**src/rtl/lkv_pkg.sv**
```systemverilog
// ----------------------------------------------------------------------------
// LRU key/value cache package
// Payload types, cell control structs, states and constants.
// ----------------------------------------------------------------------------
package lkv_pkg;

    localparam int KEY_W = 32;
    localparam int VAL_W = 32;
    localparam int CAP_W = 5;
    localparam logic [CAP_W-1:0] CAP_RESET = 5'd16;

    // Operation codes
    localparam logic CMD_GET = 1'b0;
    localparam logic CMD_SET = 1'b1;

    // Request transaction
    typedef struct packed {
        logic                    cmd;
        logic signed [KEY_W-1:0] key;
        logic signed [VAL_W-1:0] value_in;
    } t_req;

    // Response transaction
    typedef struct packed {
        logic                    hit;
        logic signed [VAL_W-1:0] value_out;
        logic                    evicted;
        logic signed [KEY_W-1:0] evicted_key;
    } t_rsp;

    // Configuration write
    typedef struct packed {
        logic [CAP_W-1:0] capacity;
    } t_cfg;

    // One cache entry as held in a cell
    typedef struct packed {
        logic [KEY_W-1:0] key;
        logic [VAL_W-1:0] value;
        logic             valid;
    } t_entry;

    // Lookup broadcast to every cell
    typedef struct packed {
        logic             look;
        logic [KEY_W-1:0] key;
    } t_probe;

    // Update broadcast to every cell
    typedef struct packed {
        logic upd;
        logic hit;
        logic insert;
        logic evict;
    } t_upd;

    // Results gathered along the row of cells
    typedef struct packed {
        logic             hit;
        logic [VAL_W-1:0] hit_value;
        logic [KEY_W-1:0] lru_key;
    } t_gather;

    typedef enum logic {
        S_IDLE,
        S_UPD
    } t_state;

endpackage

```
**src/rtl/lkv_cell.sv**
```systemverilog
// ----------------------------------------------------------------------------
// LRU cache cell
// Holds one entry at a fixed recency rank; takes its neighbour's entry when
// the row shifts, compares its key and adds its part to the gathered results.
// ----------------------------------------------------------------------------
module lkv_cell
    import lkv_pkg::*;
#(
    parameter int ENTRIES = 16,
    parameter int IDX     = 0
) (
    input  logic                             i_clk,
    input  logic                             i_rst_n,
    input  t_probe                           i_probe,
    input  t_upd                             i_upd,
    input  logic [$clog2(ENTRIES+1)-1:0]     i_fill,
    input  t_entry                           i_prev,
    output t_entry                           o_entry,
    input  logic                             i_mchain,
    output logic                             o_mchain,
    input  t_gather                          i_acc,
    output t_gather                          o_acc
);
    localparam int FW = $clog2(ENTRIES + 1);

    logic [KEY_W-1:0] r_key;
    logic [VAL_W-1:0] r_value;
    logic             r_valid;
    logic             r_match;
    logic             w_match;
    logic             w_last;
    logic             w_below_fill;
    logic             w_shift;

    // Key compare against the broadcast lookup key
    assign w_match      = r_valid && (r_key == i_probe.key);
    assign w_last       = (FW'(IDX + 1) == i_fill);
    assign w_below_fill = (FW'(IDX) < i_fill);

    // Hit at this rank or any older rank
    assign o_mchain = r_match | i_mchain;

    // Shift in from the younger neighbour
    always_comb begin
        w_shift = 1'b0;
        if (i_upd.upd) begin
            if (i_upd.hit) begin
                w_shift = o_mchain;
            end else begin
                w_shift = i_upd.insert | (i_upd.evict & w_below_fill);
            end
        end
    end

    // Gather: any hit, the hit value, and the key at the oldest valid rank
    always_comb begin
        o_acc.hit       = i_acc.hit | w_match;
        o_acc.hit_value = i_acc.hit_value | (w_match ? r_value : '0);
        o_acc.lru_key   = i_acc.lru_key | (w_last ? r_key : '0);
    end

    assign o_entry = '{key: r_key, value: r_value, valid: r_valid};

    // Control state
    always_ff @(posedge i_clk) begin
        if (!i_rst_n) begin
            r_valid <= 1'b0;
            r_match <= 1'b0;
        end else begin
            if (i_probe.look) begin
                r_match <= w_match;
            end
            if (w_shift) begin
                r_valid <= i_prev.valid;
            end
        end
    end

    // Entry payload
    always_ff @(posedge i_clk) begin
        if (w_shift) begin
            r_key   <= i_prev.key;
            r_value <= i_prev.value;
        end
    end

endmodule

```
**config.mk**
```make
export PLATFORM = sky130hd
export DESIGN_NAME = lkv_cell
export DESIGN_NICKNAME = d
export VERILOG_FILES = /design/src/rtl/lkv_pkg.sv /design/src/rtl/lkv_cell.sv
export SDC_FILE = /design/constraint.sdc
export NUM_CORES = 1
export LEC_CHECK = 0
export ABC_AREA = 1
export BUFFER_PORTS_ARGS = -buffer_cell sky130_fd_sc_hd__buf_2
export CAP_MARGIN = 40
export CORE_AREA = 2 2 118 120
export CTS_BUF_LIST = sky130_fd_sc_hd__clkbuf_4 sky130_fd_sc_hd__clkbuf_8
export CTS_CLUSTER_SIZE = 8
export DETAILED_ROUTE_END_ITERATION = 8
export DIE_AREA = 0 0 120 122
export SLEW_MARGIN = 10
export SYNTH_ARGS = -nofsm -noshare
export SYNTH_HDL_FRONTEND = slang
export SYNTH_SLANG_ARGS = --single-unit
```
**constraint.sdc**
```tcl
create_clock -name i_clk -period 6.02 [get_ports i_clk]
set_input_delay 0.903 -clock i_clk [delete_from_list [all_inputs] [get_ports i_clk]]
set_output_delay 0.903 -clock i_clk [all_outputs]
set_load 0.02 [all_outputs]
```
======== Yosys cells after proc, flatten, opt, wreduce, memory -nomap -nowiden ========
Index checks and enable logic that the tools add are counted.
W data, S select, Z words.
storage, ports and cells
  flip-flop bits (word level) ............. 66
  word-level logic and storage cells ...... 18
operators by class
  order comparisons ....................... 1
  equal/unequal tests ..................... 2
  multiplexer cells ....................... 4
  bitwise logic cells ..................... 6
  reductions and logical operators ........ 1
operator list
  cell                  number
  $mux W32              2
  $or A32 B32 Y32       2
  $eq A32 B32 Y1        1
  $eq A1 B5 Y1 const A  1
  $lt A1 B5 Y1 const A  1
  $or A1 B1 Y1          3
  $mux W1               2
  $and A1 B1 Y1         1
  $logic_and A1 B1 Y1   1

======== Longest topological paths before layout ========
  depth after elaboration ................. 5
  gate-level depth with buffers ........... 11
  mapped depth without buffers ............ 10

======== Least setup slack after synthesis ========
OpenSTA, ideal clock, no wires.
  path type ............................... input port to flip-flop
  start point ............................. input port i_mchain
  end point ............................... register r_valid
  arrival ................................. 4.777 ns
  data required time ...................... 5.918 ns
  setup slack ............................. 1.141 ns
  stages on the path ...................... 5
  path buffers ............................ 0
  path through ............................ or2_2 -> o21ai_0 -> a21oi_1 -> o21ai_0 -> a21oi_1
on the way
  word-level cells in the longest chain between the ends .. 3
ends and longest elaborated chain
  item                  RTL line        text
  from (decl)           lkv_cell.sv:19  input logic i_mchain,
  $or A1 B1 Y1          lkv_cell.sv:41  assign o_mchain = r_match | i_mchain;
  $mux W1               lkv_cell.sv:47  if (i_upd.hit) begin
  $mux W1               lkv_cell.sv:46  if (i_upd.upd) begin
  via w_shift           lkv_cell.sv:33  logic w_shift;
  to (signal assigned)  lkv_cell.sv:74  r_valid <= i_prev.valid;
  to (decl)             lkv_cell.sv:28  logic r_valid;
The timed path passes the listed nets, and every way through them passes these cells.
A chain may end at the register's enable or synchronous reset.

==> impl_metrics.py <==
metrics = {
    "routing": {
        "wl_met3_um": 1060,
        "wl_per_cell_um": 13.4,
        "vias_per_cell": 4.04,
        "drt_iter0_markers": 78,
        "highest_layer": "met4",
        "antenna_left": 0,
        "vias": 3283,
        "dr.pass1.iters": 4,
        "route.final.wire_length_um": 10900,
        "met1_length_um": 3970,
        "dr_wl_met2_um": 5690,
        "route.detailed.drc": 0,
    },
    "synthesis": {
        "synth_warnings": 0,
        "yosys-top-cells-area": "edfxtp_1 57%, o21bai_2 9.7%, inv_1 8.9%",
        "synthFlopType": "edfxtp_1",
        "synth_top_area_cell": "edfxtp_1",
        "synth_edf_count": 64,
        "synthDistinctLibCells": 21,
        "syn_area_per_cell_um2": 10.8,
        "synth_area_um2": 3380,
        "yosysMostFrequentCell": "inv_1",
        "synth_common_cells": "80 x inv_1, 64 x edfxtp_1, 40 x nand2_1",
        "ys_seq_area_frac": 0.580,
        "async_flop_share": 0,
        "yosysTopAreaCellShare": 0.568,
        "synth_nets": 489,
        "ys_ff_latch": 66,
        "synth_cells": 314,
    },
    "global_routing": {
        "track_usage": 0.141,
        "grt_max_degree": 40,
        "gr-total-overflow": 0,
        "grt_pass1_vias": 3075,
        "antenna_found_initial": 1,
        "grt_pass1_wl_um": 15700,
    },
    "sta": {
        "finalSetupTns_ps": 0,
        "slew_viol_final": 0,
        "fin_crit_ps": 3400,
        "fmax_mhz": 294,
        "rsz0062_at_grt": "no",
        "skew_ps": 7.28,
        "tightestPinTransition_ps": 515,
        "timing.final.crit_share": 0.565,
        "setup_viol": 0,
        "hold_viol_final": 0,
        "relSlewSlack": 0.656,
    },
    "layout": {
        "fill_cells": 1364,
        "synthToLayoutAreaGrowth_pct": 56.9,
        "drive_gt1_frac": 0.566,
        "antenna_cells": 0,
        "final_cells": 812,
        "fin_util": 0.393,
        "fin_nets": 802,
    },
    "worst_setup_path": {
        "r2r-end": "r_match$_SDFFE_PN0P_",
        "rr_startpoint": "r_key[30]$_DFFE_PP_",
        "cpPeakStageDelay_ps": 270,
        "worst_path_max_delay_cell": "buf_12",
        "reg2reg_depth": 8,
        "cp.required_ps": 5120,
        "crit_chain": "buf_2, xnor2_1, nand2_1, nor2_1, nand2_1, nor2_1, nand3_2, buf_12, o21bai_2, buf_2",
        "reg2reg_slack_ps": 4210,
        "worst_setup_path_start_kind": "primary input",
        "path_max_fanout": 28,
        "cp.arrival_ps": 2500,
        "critPathKind": "in -> out",
        "endpoint_kind": "primary output",
    },
    "floorplanning": {
        "die_h_um": 122,
        "core_area_um2": 13500,
        "row_count": 43,
        "start_util": 0.250,
        "dieArea_um2": 14600,
        "ios": 306,
        "die_w_um": 120,
    },
    "clock_tree": {
        "cts_tree": "yes",
        "cts_buffers": 9,
        "clk_latency_ps": 350,
        "cts_resized": 0,
        "clock-sinks": 66,
        "htreeDepth": 3,
        "cts-root-buf": "clkbuf_8",
        "post_cts_buffers": 0,
        "clk_pin_slew_ps": 70,
        "cts_hold_buffers": 0,
        "cts_buffer_depth": 2,
    },
    "pwr": {
        "p_per_area_nw_per_um2": 213,
        "total_power_mw": 1.13,
        "irDropWorstVdd_uv": 116,
        "leakagePower_nw": 2.77,
    },
    "placement": {
        "placedCellCount": 796,
        "dp_hpwl_um": 9110,
        "gp_congestion": 0.800,
        "port_buffers": 305,
    },
    "hold_path": {
        "min_path_cells": 2,
        "hold_path_class": "reg -> reg",
        "min-delay-start": "r_match$_SDFFE_PN0P_",
        "min_to": "r_match$_SDFFE_PN0P_",
    },
    "job": {
        "drv_cap": 0,
    },
    "outcome": {
        "outcome": "finished clean",
    },
}
[registers in the layout, summed over array words and instances, names as in the netlist]
name     cells
r_value     32
r_valid      1
r_match      1
r_key       32
[stage by stage]
| step | area [um2] | hold slack, ps | setup WS (ps) |
|---|---|---|---|
| 2_1_floorplan | 3380 | 494 | 1140 |
| 3_3_place_gp | 5110 | 571 | 2010 |
| 3_5_place_dp | 5130 | 590 | 2530 |
| 4_1_cts | 5300 | 592 | 2530 |
| 5_1_grt | 5300 | 609 | 2420 |
| 6_report | 5300 | 581 | 2620 |
[cells by family (layout without fill, tap and decap cells)]
logic type                count (synthesis)  after routing  synth area share
DFF                                      66             66             0.580
buffers and inverters                    88            406             0.105
and+or+nand+nor                          65             65            0.0770
AOI/OAI and AO/OA                        81             81             0.201
xor gates and xnor gates                 14             14            0.0363
[routing by layer]
| metal | up-vias | global-route usage |
|---|---|---|
| met4 | 0 | 0.0574 |
| met5 | - | 0 |
| li1 | 1637 | - |
| met1 | 1448 | 0.152 |
| met3 | 11 | 0.0440 |
| met2 | 187 | 0.255 |
[how the worst max path moves through the flow]
stage,startpoint,end,cells after the start
after floorplan,i_mchain,r_valid$_SDFFE_PN0P_,5
after global placement,i_probe[30],o_acc[33],9
after detailed placement,i_probe[30],o_acc[61],10
after CTS,i_probe[30],o_acc[61],10
after global routing,i_probe[30],o_acc[61],10
final,i_probe[30],o_acc[61],10
[where the power goes]
part           total, mW  internal [mW]  switching [mW]
registers          0.555          0.537          0.0177
logic              0.248          0.106           0.142
clock network      0.328          0.147           0.181
total               1.13          0.791           0.341
[cells in the final DEF (no fill, tap or decap), types with 4 or more instances in the layout]
cell type and count:
inv_1 80, nand3_1 4, o21bai_1 35, nor2_1 18, clkbuf_8 9, edfxtp_1 64, buf_2 305, xor2_1 5
nand2_1 40, o21ai_0 11, xnor2_1 9, o21bai_2 29
[critical path: cells and delay by family]
family | cells | cell delay, ps
AOI/OAI and AO/OA | 1 | 140
buffers and inverters | 3 | 560
xor gates and xnor gates | 1 | 210
and+or+nand+nor | 5 | 660
[area by class of cell]
class                      instances  area (um2)  share of cell area
clock buffer                       9         124              0.0234
inverter                          81         304              0.0573
clock inverter                     7        46.3             0.00873
tap                              180         225              0.0425
multi-input combinational        160        1070               0.202
sequential                        66        1960               0.370
timing repair buffer             309        1570               0.296
Note: power is estimated with default switching activity, not from simulation.
